[config.mk]
export PLATFORM = sky130hd
export DESIGN_NAME = zip_local_header_deframer
export DESIGN_NICKNAME = d
export VERILOG_FILES = /design/src/hw/rtl/zlhd_pkg.sv /design/src/hw/rtl/zip_local_header_deframer.sv
export SDC_FILE = /design/constraint.sdc
export NUM_CORES = 1
export LEC_CHECK = 0
export BUFFER_PORTS_ARGS = -buffer_cell sky130_fd_sc_hd__buf_2
export CAP_MARGIN = 5
export CORE_MARGIN = 2
export CORE_UTILIZATION = 34
export CTS_CLUSTER_DIAMETER = 150
export DETAILED_ROUTE_END_ITERATION = 12
export SYNTH_ARGS = -nofsm -noshare
export SYNTH_HDL_FRONTEND = slang
export SYNTH_SLANG_ARGS = --single-unit
export TNS_END_PERCENT = 5
[constraint.sdc]
create_clock -name i_clk -period 7.82 [get_ports i_clk]
set_clock_uncertainty 0.2 [all_clocks]
set_input_delay 0.391 -clock i_clk [delete_from_list [all_inputs] [get_ports i_clk]]
set_output_delay 0.391 -clock i_clk [all_outputs]
set_load 0.05 [all_outputs]
[src/hw/rtl/zlhd_pkg.sv]
`default_nettype none
// ----------------------------------------------------------------------------
// zlhd_pkg
// Types and constants of the archive local header deframer.
// ----------------------------------------------------------------------------
package zlhd_pkg;

    // walk phase
    typedef enum logic [2:0] {
        PH_HEADER  = 3'd0,
        PH_NAME    = 3'd1,
        PH_EXTRA   = 3'd2,
        PH_PAYLOAD = 3'd3,
        PH_SKIP    = 3'd4,
        PH_STOPPED = 3'd5
    } t_phase;

    // local header layout
    localparam int unsigned HEADER_BYTES = 30;
    localparam logic [4:0]  HDR_SIG0      = 5'd0;
    localparam logic [4:0]  HDR_SIG1      = 5'd1;
    localparam logic [4:0]  HDR_METHOD_LO = 5'd8;
    localparam logic [4:0]  HDR_METHOD_HI = 5'd9;
    localparam logic [4:0]  HDR_SIZE_B0   = 5'd18;
    localparam logic [4:0]  HDR_SIZE_B1   = 5'd19;
    localparam logic [4:0]  HDR_SIZE_B2   = 5'd20;
    localparam logic [4:0]  HDR_SIZE_B3   = 5'd21;
    localparam logic [4:0]  HDR_NAME_LO   = 5'd26;
    localparam logic [4:0]  HDR_NAME_HI   = 5'd27;
    localparam logic [4:0]  HDR_EXTRA_LO  = 5'd28;
    localparam logic [4:0]  HDR_LAST      = 5'(HEADER_BYTES - 1);

    // signature bytes
    localparam logic [7:0] SIG_P = 8'h50;
    localparam logic [7:0] SIG_K = 8'h4B;

    // compression methods
    localparam logic [15:0] METHOD_STORED  = 16'd0;
    localparam logic [15:0] METHOD_DEFLATE = 16'd8;

    // result kinds
    localparam logic [1:0] KIND_START   = 2'd0;
    localparam logic [1:0] KIND_NAME    = 2'd1;
    localparam logic [1:0] KIND_PAYLOAD = 2'd2;
    localparam logic [1:0] KIND_STOP    = 2'd3;

    // stop reasons
    localparam logic [1:0] STOP_BAD_SIG    = 2'd0;
    localparam logic [1:0] STOP_OVERRUN    = 2'd1;
    localparam logic [1:0] STOP_SHORT_TAIL = 2'd2;
    localparam logic [1:0] STOP_NONE       = 2'd0;

    localparam logic [15:0] ENTRY_MAX = 16'hFFFF;

endpackage
`default_nettype wire

[src/hw/rtl/zip_local_header_deframer.sv]
`default_nettype none
// ----------------------------------------------------------------------------
// zip_local_header_deframer
// Walks archive local file headers and forwards entry names and payloads.
// ----------------------------------------------------------------------------
// One archive byte is taken per cycle unless the result side stalls, and its
// result is registered; the only storage between the two sides is the result
// register, so a new byte is taken whenever the result register is empty or is
// being drained. Write the archive length over the config channel before the
// first byte. Each 30-byte local header is checked for its signature and for
// fitting within the archive; stored and deflate entries give an entry start,
// their name bytes and payload bytes (the final byte of each marked as last);
// other methods are dropped quietly. A stop report ends the walk, and all
// bytes after it are dropped until reset.
module zip_local_header_deframer (
    input  wire logic        i_clk,
    input  wire logic        i_rst_n,
    // config write channel
    input  wire logic        i_cfg_valid,
    output logic             o_cfg_ready,
    input  wire logic [31:0] i_archive_length,
    // archive byte channel
    input  wire logic        i_in_valid,
    output logic             o_in_ready,
    input  wire logic [7:0]  i_archive_byte,
    // result channel
    output logic             o_out_valid,
    input  wire logic        i_out_ready,
    output logic [1:0]       o_kind,
    output logic [7:0]       o_byte_value,
    output logic [15:0]      o_entry_number,
    output logic             o_is_deflated,
    output logic             o_last_of_part,
    output logic [1:0]       o_stop_reason
);
    import zlhd_pkg::*;

    // first non-empty part at or after the given one, header if none
    function automatic t_phase pick_part(input t_phase from, input logic [15:0] nlen,
                                         input logic [15:0] elen,
                                         input logic [31:0] plen);
        t_phase ph;
        if (from <= PH_NAME && nlen != 16'd0) begin
            ph = PH_NAME;
        end else if (from <= PH_EXTRA && elen != 16'd0) begin
            ph = PH_EXTRA;
        end else if (plen != 32'd0) begin
            ph = PH_PAYLOAD;
        end else begin
            ph = PH_HEADER;
        end
        return ph;
    endfunction

    // registers
    t_phase      r_phase, n_phase;
    logic [4:0]  r_hdr_cnt, n_hdr_cnt;
    logic [31:0] r_pos, n_pos;
    logic [15:0] r_method, n_method;
    logic [31:0] r_size, n_size;
    logic [15:0] r_name, n_name;
    logic [15:0] r_extra, n_extra;
    logic [31:0] r_part, n_part;
    logic [15:0] r_entry, n_entry;
    logic [33:0] r_bound_base, n_bound_base;
    logic [32:0] r_skip_base, n_skip_base;
    logic [31:0] r_len;

    logic        r_out_valid;
    logic [1:0]  r_kind;
    logic [7:0]  r_byte;
    logic [15:0] r_entry_out;
    logic        r_defl;
    logic        r_last;
    logic [1:0]  r_reason;

    // shared decode
    logic        take;
    logic [15:0] extra_full;
    logic [33:0] bound_end;
    logic        tail_short;
    logic        bad_sig;
    logic        too_long;
    logic        method_ok;
    logic        is_defl;
    logic [31:0] skip_len;
    logic        part_zero;
    logic        part_last;
    t_phase      hdr_pick;

    // result of this request
    logic        emit;
    logic [1:0]  res_kind;
    logic [7:0]  res_byte;
    logic        res_defl;
    logic        res_last;
    logic [1:0]  res_reason;

    assign o_cfg_ready = 1'b1;
    assign o_in_ready  = !r_out_valid || i_out_ready;
    assign take        = i_in_valid && o_in_ready;

    assign extra_full = {i_archive_byte, r_extra[7:0]};
    assign bound_end  = r_bound_base + {18'd0, extra_full};
    assign tail_short = ({1'b0, r_pos} + 33'(HEADER_BYTES)) > {1'b0, r_len};
    assign bad_sig    = (r_hdr_cnt == HDR_SIG0 && i_archive_byte != SIG_P)
                     || (r_hdr_cnt == HDR_SIG1 && i_archive_byte != SIG_K);
    assign too_long   = bound_end > {2'b00, r_len};
    assign method_ok  = (r_method == METHOD_STORED) || (r_method == METHOD_DEFLATE);
    assign is_defl    = (r_method == METHOD_DEFLATE);
    assign skip_len   = 32'(r_skip_base + {17'd0, extra_full});
    assign part_zero  = (r_part == 32'd0);
    assign part_last  = (r_part == 32'd1);
    assign hdr_pick   = pick_part(PH_NAME, r_name, extra_full, r_size);

    // next state
    always_comb begin
        n_phase      = r_phase;
        n_hdr_cnt    = r_hdr_cnt;
        n_pos        = r_pos;
        n_method     = r_method;
        n_size       = r_size;
        n_name       = r_name;
        n_extra      = r_extra;
        n_part       = r_part;
        n_entry      = r_entry;
        n_bound_base = r_bound_base;
        n_skip_base  = r_skip_base;
        if (take) begin
            case (r_phase)
                PH_HEADER: begin
                    if (r_hdr_cnt == HDR_SIG0 && tail_short) begin
                        n_phase = PH_STOPPED;
                    end else if (bad_sig) begin
                        n_phase = PH_STOPPED;
                    end else begin
                        n_pos = r_pos + 32'd1;
                        // field capture
                        case (r_hdr_cnt)
                            HDR_METHOD_LO: n_method = {8'd0, i_archive_byte};
                            HDR_METHOD_HI: n_method[15:8] = i_archive_byte;
                            HDR_SIZE_B0:   n_size = {24'd0, i_archive_byte};
                            HDR_SIZE_B1:   n_size[15:8] = i_archive_byte;
                            HDR_SIZE_B2:   n_size[23:16] = i_archive_byte;
                            HDR_SIZE_B3:   n_size[31:24] = i_archive_byte;
                            HDR_NAME_LO:   n_name = {8'd0, i_archive_byte};
                            HDR_NAME_HI:   n_name[15:8] = i_archive_byte;
                            HDR_EXTRA_LO: begin
                                n_extra      = {8'd0, i_archive_byte};
                                // entry end less the extra field, position of byte 30
                                n_bound_base = {2'b00, r_pos} + 34'd2 + {2'b00, r_size}
                                             + {18'd0, r_name};
                                n_skip_base  = {1'b0, r_size} + {17'd0, r_name};
                            end
                            HDR_LAST:      n_extra = extra_full;
                            default: ;
                        endcase
                        if (r_hdr_cnt != HDR_LAST) begin
                            n_hdr_cnt = r_hdr_cnt + 5'd1;
                        end else begin
                            n_hdr_cnt = HDR_SIG0;
                            if (too_long) begin
                                n_phase = PH_STOPPED;
                            end else if (method_ok) begin
                                n_phase = hdr_pick;
                                case (hdr_pick)
                                    PH_NAME:    n_part = {16'd0, r_name};
                                    PH_EXTRA:   n_part = {16'd0, extra_full};
                                    PH_PAYLOAD: n_part = r_size;
                                    default: begin
                                        if (r_entry != ENTRY_MAX) n_entry = r_entry + 16'd1;
                                    end
                                endcase
                            end else if (skip_len == 32'd0) begin
                                if (r_entry != ENTRY_MAX) n_entry = r_entry + 16'd1;
                            end else begin
                                n_phase = PH_SKIP;
                                n_part  = skip_len;
                            end
                        end
                    end
                end
                PH_NAME, PH_EXTRA, PH_PAYLOAD, PH_SKIP: begin
                    n_pos = r_pos + 32'd1;
                    if (part_zero) begin
                        // not reachable; fall back to a header
                        n_phase   = PH_HEADER;
                        n_hdr_cnt = HDR_SIG0;
                        if (r_entry != ENTRY_MAX) n_entry = r_entry + 16'd1;
                    end else begin
                        n_part = r_part - 32'd1;
                        if (part_last) begin
                            case (r_phase)
                                PH_NAME:  n_phase = pick_part(PH_EXTRA, r_name, r_extra, r_size);
                                PH_EXTRA: n_phase = pick_part(PH_PAYLOAD, r_name, r_extra,
                                                              r_size);
                                default:  n_phase = PH_HEADER;
                            endcase
                            case (n_phase)
                                PH_EXTRA:   n_part = {16'd0, r_extra};
                                PH_PAYLOAD: n_part = r_size;
                                default: begin
                                    n_hdr_cnt = HDR_SIG0;
                                    if (r_entry != ENTRY_MAX) n_entry = r_entry + 16'd1;
                                end
                            endcase
                        end
                    end
                end
                default: ;
            endcase
        end
    end

    // result of the current request
    always_comb begin
        emit       = 1'b0;
        res_kind   = KIND_START;
        res_byte   = 8'd0;
        res_defl   = 1'b0;
        res_last   = 1'b0;
        res_reason = STOP_NONE;
        case (r_phase)
            PH_HEADER: begin
                if (r_hdr_cnt == HDR_SIG0 && tail_short) begin
                    emit       = 1'b1;
                    res_kind   = KIND_STOP;
                    res_reason = STOP_SHORT_TAIL;
                end else if (bad_sig) begin
                    emit       = 1'b1;
                    res_kind   = KIND_STOP;
                    res_reason = STOP_BAD_SIG;
                end else if (r_hdr_cnt == HDR_LAST) begin
                    if (too_long) begin
                        emit       = 1'b1;
                        res_kind   = KIND_STOP;
                        res_reason = STOP_OVERRUN;
                    end else if (method_ok) begin
                        emit     = 1'b1;
                        res_kind = KIND_START;
                        res_defl = is_defl;
                    end
                end
            end
            PH_NAME: begin
                emit     = !part_zero;
                res_kind = KIND_NAME;
                res_byte = i_archive_byte;
                res_defl = is_defl;
                res_last = part_last;
            end
            PH_PAYLOAD: begin
                emit     = !part_zero;
                res_kind = KIND_PAYLOAD;
                res_byte = i_archive_byte;
                res_defl = is_defl;
                res_last = part_last;
            end
            default: ;
        endcase
    end

    // walk state
    always_ff @(posedge i_clk) begin
        if (!i_rst_n) begin
            r_phase      <= PH_HEADER;
            r_hdr_cnt    <= HDR_SIG0;
            r_pos        <= 32'd0;
            r_method     <= 16'd0;
            r_size       <= 32'd0;
            r_name       <= 16'd0;
            r_extra      <= 16'd0;
            r_part       <= 32'd0;
            r_entry      <= 16'd0;
            r_bound_base <= 34'd0;
            r_skip_base  <= 33'd0;
        end else begin
            r_phase      <= n_phase;
            r_hdr_cnt    <= n_hdr_cnt;
            r_pos        <= n_pos;
            r_method     <= n_method;
            r_size       <= n_size;
            r_name       <= n_name;
            r_extra      <= n_extra;
            r_part       <= n_part;
            r_entry      <= n_entry;
            r_bound_base <= n_bound_base;
            r_skip_base  <= n_skip_base;
        end
    end

    // archive length register
    always_ff @(posedge i_clk) begin
        if (!i_rst_n) begin
            r_len <= 32'd0;
        end else if (i_cfg_valid) begin
            r_len <= i_archive_length;
        end
    end

    // result register valid
    always_ff @(posedge i_clk) begin
        if (!i_rst_n) begin
            r_out_valid <= 1'b0;
        end else if (take && emit) begin
            r_out_valid <= 1'b1;
        end else if (i_out_ready) begin
            r_out_valid <= 1'b0;
        end
    end

    // result register payload
    always_ff @(posedge i_clk) begin
        if (take && emit) begin
            r_kind      <= res_kind;
            r_byte      <= res_byte;
            r_entry_out <= r_entry;
            r_defl      <= res_defl;
            r_last      <= res_last;
            r_reason    <= res_reason;
        end
    end

    assign o_out_valid    = r_out_valid;
    assign o_kind         = r_kind;
    assign o_byte_value   = r_byte;
    assign o_entry_number = r_entry_out;
    assign o_is_deflated  = r_defl;
    assign o_last_of_part = r_last;
    assign o_stop_reason  = r_reason;

endmodule
`default_nettype wire
==> results_dict.tcl, run 1 <==
set metrics [dict create \
    area_delta_synth_final_pct 12.6 \
    ys_types 99 \
    finalCritPeriodShare_pct 86.6 \
    antenna_found_initial 0 \
    vias 20100 \
    power-per-cell-area_mw_per_mm2 257 \
    grt_pass1_vias 19400 \
    first_pass_iters 5 \
    n_antenna_cell 0 \
    cap_violations 0 \
    cts_setup_buffers 0 \
    rows 91 \
    grt_max_degree 115 \
    slew_headroom_pct 33.0 \
    syn-instance-count 2643 \
    grt_overflow 0 \
    vias_per_cell 5.68 \
    r2r-start "r_extra[0]$_SDFFE_PN0P_" \
    synth_top_area_cell "dfxtp_1" \
    port_buffers 76 \
    holdPathStages 3 \
    clkTransAtPathRegs_ps 60 \
    cts_resized 0 \
    hpwl_um 51600 \
    layout_commonest_cell "nor2_1" \
    hp-class "primary input to flop" \
    yosysWarnings 0 \
    r2r_end "r_part[19]$_SDFFE_PN0P_" \
    dieArea_mm2 0.0644 \
    first_iter_violations 1630 \
    dieHeight_um 254 \
    async_flop_share_pct 0 \
    place_area_mm2 0.0223 \
    grt_usage_pct 21.6 \
    synth-seq-area-share_pct 29.4 \
    final_cell_area_mm2 0.0239 \
    post_synth_instance_area_mm2 0.0212 \
    fin_nets 2914 \
    cts_tree "built" \
    netlist_top_cells_area "dfxtp_1 25%, ha_1 10%, a21oi_1 5.4%, nor2_1 4.9%, nand2_1 4.3%" \
    setup_tns_ps 0 \
    htreeDepth 2 \
    drive_above_1_share_pct 7.89 \
    synth_edf_count 30 \
    peakVddDrop_mv 0.220 \
    drc 0 \
    hold_viol_final 0 \
    status "finished, final reports clean" \
    initial_core_util_pct 34.4 \
    ys_ff_latch 297 \
    crit_fanout 57 \
    ys.flop_type "dfxtp_1" \
    numPlacedInstances 3442 \
    end_kind "flop" \
    cts-buffers-inserted 36 \
    arrival_ps 7060 \
    post_drt_wl_per_cell_um 19.8 \
    postCtsHoldBufs 32 \
    fmax_mhz 148 \
    min_period_ps 6770 \
    fin_cells 3538 \
    core_mm2 0.0617 \
    grt_pass1_wl_um 110000 \
    critPathLaunchType "flop" \
    setup_viol 0 \
    drt-total-wl_um 70000 \
    p_total_uw 6140 \
    min_from "i_in_valid" \
    r2r_setup_slack_ps 1050 \
    synth_top_area_share_pct 25.2 \
    required_ps 8110 \
    whs_endpoint "o_out_valid$_SDFFE_PN0P_" \
    rr_worst_depth 23 \
    cts.sinks 297 \
    p_leak_uw 0.00964 \
    mostFrequentLayoutCells "277 x nor2_1, 267 x dfxtp_1, 243 x nand2_1, 229 x a21oi_1, 175 x ha_1" \
    cts_buffer_depth 3 \
    critPathKind "flop to flop" \
    synth.avg_cell_area_um2 8.03 \
    clockRootBuffer "clkbuf_16" \
    die_width_um 254 \
    gp_congestion 0.931 \
    syn-num-nets 2882 \
    drv_slew 0 \
    worstSkewPairLatency_ps 580 \
    grt_setup_unrepaired "false" \
    ant_nets 0 \
    tightest_slew_ps 997 \
    io_pins 78 \
]
==> cell families after synthesis <==
logic type	share of synthesized area, %
XOR/XNOR	7.31
buffers and inverters	4.45
multiplexers	2.41
flip-flops	29.4
other	0.0177
adder cells (fa/ha/maj)	12.2
AO/OA/AOI/OAI	21.4
AND/OR/NAND/NOR	22.8
==> cell type report <==
cell class,count,area [um^2]
fillers,6256,37800
inverters,89,339
well taps,837,1050
clock buffers,44,961
multi-input cells,2109,14100
flip-flops and latches,297,6250
clock inverters,20,284
repair buffers,142,956
==> power breakdown <==
group          internal, uW  switching [uW]
Combinational           963            1580
Sequential             1690             110
Clock                  1080             719
==> sequential cells by signal (all words and copies together), names as in the netlist, 2 cells and up <==
signal	cells
r_bound_base	34
r_len	32
r_part	32
r_pos	32
r_size	32
r_skip_base	32
o_entry_number	16
r_entry	16
r_extra	16
r_method	16
r_name	16
o_byte_value	8
r_hdr_cnt	5
r_phase	3
o_kind	2
o_stop_reason	2
==> metal layers <==
metal / global-route usage [%] / share of wire, % / wire length [um] / vias up
li1: - / - / - / 9644
met1: 28.0 / 44 / 30900 / 9576
met2: 35.4 / 45 / 31500 / 673
met3: 3.61 / 6.1 / 4300 / 190
met4: 9.41 / 4.8 / 3330 / 0
met5: 0 / 0 / 0 / -
==> Yosys cell counts, types with 41 or more instances <==
library cell  number
a211oi_1          66
a21oi_1          230
a22oi_1           65
and3_1            45
clkbuf_1         118
dfxtp_1          267
ha_1             175
inv_1             88
mux2i_1           51
nand2_1          243
nand3_1           93
nand4_1           41
nor2_1           278
nor3_1            59
o21ai_0          139
or3_1             53
xnor2_1           97
xor2_1            80
==> worst max-delay path, stage by stage (launching register included) <==
cell      delay (ps)
dfxtp_1          440
ha_1             250
fa_1             250
a211oi_1          90
nor2_1           270
o2111a_1         290
nor3_1           100
o31ai_1          430
nor3b_1          320
nand4_1          160
xnor2_1          160
ha_1             300
nand4_1          150
nor4_1           430
nand2_1          140
or4_1            520
o211ai_1         130
o211a_1          180
o2111a_1         530
and4_1           310
a22oi_2           60
buf_4            330
or3_1            440
a21oi_1          120
==> worst max-delay path by stage <==
stage                                  from                             to  slack (ps)
floorplan           r_extra[0]$_SDFFE_PN0P_  o_byte_value[0]$_SDFFCE_PP0P_        1640
global placement    r_extra[0]$_SDFFE_PN0P_        r_part[20]$_SDFFE_PN0P_        1310
detailed placement  r_extra[0]$_SDFFE_PN0P_        r_part[19]$_SDFFE_PN0P_        1210
CTS                 r_extra[0]$_SDFFE_PN0P_        r_part[19]$_SDFFE_PN0P_        1120
global route        r_extra[0]$_SDFFE_PN0P_  o_byte_value[3]$_SDFFCE_PP0P_         590
finish              r_extra[0]$_SDFFE_PN0P_        r_part[19]$_SDFFE_PN0P_        1050
==> per-stage QoR <==
step / worst slack, ps / utilization [%] / hold slack (ps)
6_report: 1050 / 38.7 / 88.5
5_1_grt: 588 / 38.7 / 74.3
4_1_cts: 1120 / 38.7 / 56.9
3_5_place_dp: 1210 / 36.2 / 246
3_3_place_gp: 1310 / 36.2 / 238
2_1_floorplan: 1640 / - / 231
Note: power is estimated with default switching activity, not from simulation.
==> inputs of run 2 (changes only) <==
REMOVE_ABC_BUFFERS = 1   (was not set)
clock period = 7.5 ns   (was 7.82 ns; I/O delays follow)
==> results_dict.tcl, run 2 (same netlist as run 1, synthesis figures left out) <==
set metrics [dict create \
    critPathLaunchType "flop" \
    grt_usage_pct 21.3 \
    io_pins 78 \
    fin_cells 3539 \
    cts_tree "built" \
    finalCritPeriodShare_pct 87.9 \
    gp_congestion 0.950 \
    grt_pass1_vias 19000 \
    vias 20200 \
    worstSkewPairLatency_ps 570 \
    tightest_slew_ps 1250 \
    antenna_found_initial 1 \
    clkTransAtPathRegs_ps 60 \
    grt_max_degree 111 \
    dieHeight_um 254 \
    die_width_um 254 \
    hpwl_um 51900 \
    post_drt_wl_per_cell_um 19.7 \
    required_ps 7520 \
    nFillCells 6295 \
    dieArea_mm2 0.0644 \
    peakVddDrop_mv 0.200 \
    crit_fanout 30 \
    clockRootBuffer "clkbuf_16" \
    grt_pass1_wl_um 108000 \
    setup_viol 0 \
    n_antenna_cell 0 \
    end_kind "flop" \
    cts.sinks 297 \
    grt_setup_unrepaired "false" \
    first_iter_violations 1746 \
    hp-class "primary input to flop" \
    first_pass_iters 7 \
    numPlacedInstances 3438 \
    mostFrequentLayoutCells "277 x nor2_1, 267 x dfxtp_1, 243 x nand2_1, 229 x a21oi_1, 175 x ha_1" \
    cts_setup_buffers 0 \
    drive_above_1_share_pct 7.99 \
    fmax_mhz 152 \
    htreeDepth 2 \
    fin_nets 2912 \
    ant_nets 0 \
    place_area_mm2 0.0223 \
    vias_per_cell 5.70 \
    final_cell_area_mm2 0.0239 \
    p_total_uw 6440 \
    layout_commonest_cell "nor2_1" \
    cap_violations 0 \
    port_buffers 76 \
    drc 0 \
    area_delta_synth_final_pct 12.6 \
    core_mm2 0.0617 \
    critPathKind "flop to flop" \
    drv_slew 0 \
    slew_headroom_pct 15.9 \
    hold_viol_final 0 \
    p_leak_uw 0.00962 \
    postCtsHoldBufs 32 \
    initial_core_util_pct 34.4 \
    min_period_ps 6590 \
    cts_resized 0 \
    rows 91 \
    cts-buffers-inserted 38 \
    setup_tns_ps 0 \
    drt-total-wl_um 69700 \
    largest_reg_flops 34 \
    cts_buffer_depth 3 \
    status "finished, final reports clean" \
    grt_overflow 0 \
    arrival_ps 6610 \
    regMostFlops "r_bound_base" \
    power-per-cell-area_mw_per_mm2 269 \
]
[run 2: changes by cell type in the layout (fill, tap and decap cells not counted), sizes merged]
cell	change
inv	+2
clkinv	-2
buf	-4
bufinv	-3
clkinvlp	+3
clkbuf	+5
[run 2: routing by layer]
metal  wire (um)  vias to the layer above  track usage, %  share of wire, %
li1            -                     9654               -                 -
met1       31100                     9703            28.4                45
met2       31400                      668            34.7                45
met3        4540                      147            3.28               6.5
met4        2620                        0            8.03               3.8
met5           0                        -               0                 0
[run 2: final cells by class]
type | instances | area (um^2) | area share (%)
well taps | 837 | 1050 | 4.38
inverters | 89 | 339 | 1.42
flip-flops and latches | 297 | 6250 | 26.1
clock buffers | 49 | 1040 | 4.36
clock inverters | 20 | 216 | 0.906
repair buffers | 138 | 938 | 3.93
multi-input cells | 2109 | 14100 | 58.9
[run 2: final timing paths]
kind                               start                           to  slack [ps]  depth (start not counted)
min reg2reg  r_skip_base[2]$_SDFFE_PN0P_  r_skip_base[2]$_SDFFE_PN0P_         260                          2
min                           i_in_valid     o_out_valid$_SDFFE_PN0P_          40                          3
max reg2reg      r_extra[0]$_SDFFE_PN0P_  o_entry_number[9]$_DFFE_PP_         910                         21
max              r_extra[0]$_SDFFE_PN0P_  o_entry_number[9]$_DFFE_PP_         910                         21
[run 2: power breakdown]
part / total, uW / switching, uW / internal, uW
combinational: 2680 / 1670 / 1010
sequential: 1890 / 122 / 1760
clock: 1870 / 774 / 1100
[run 2: critical path, stage by stage, from the launching register on]
cell and delay, ps:
dfxtp_1 430, ha_1 240, fa_1 250, a211oi_1 100, nor2_1 250, o2111a_1 290, nor3_1 100, o31ai_1 540
nor3b_1 400, nand4_1 160, xnor2_1 150, ha_1 290, nand4_1 130, nor4_1 390, nand2_1 150, or4_1 520
o211ai_1 130, o211a_1 180, o2111a_1 420, nor2_1 90, o21ai_0 470, a21oi_4 360
[run 2: through the flow]
| step | hold WS (ps) | utilization, % | setup WS (ps) |
|---|---|---|---|
| 2_1_floorplan | 231 | - | 1400 |
| 3_3_place_gp | 245 | 36.2 | 1160 |
| 3_5_place_dp | 250 | 36.2 | 1050 |
| 4_1_cts | 17.3 | 38.7 | 1020 |
| 5_1_grt | 36.9 | 38.7 | 506 |
| 6_report | 44.6 | 38.7 | 910 |
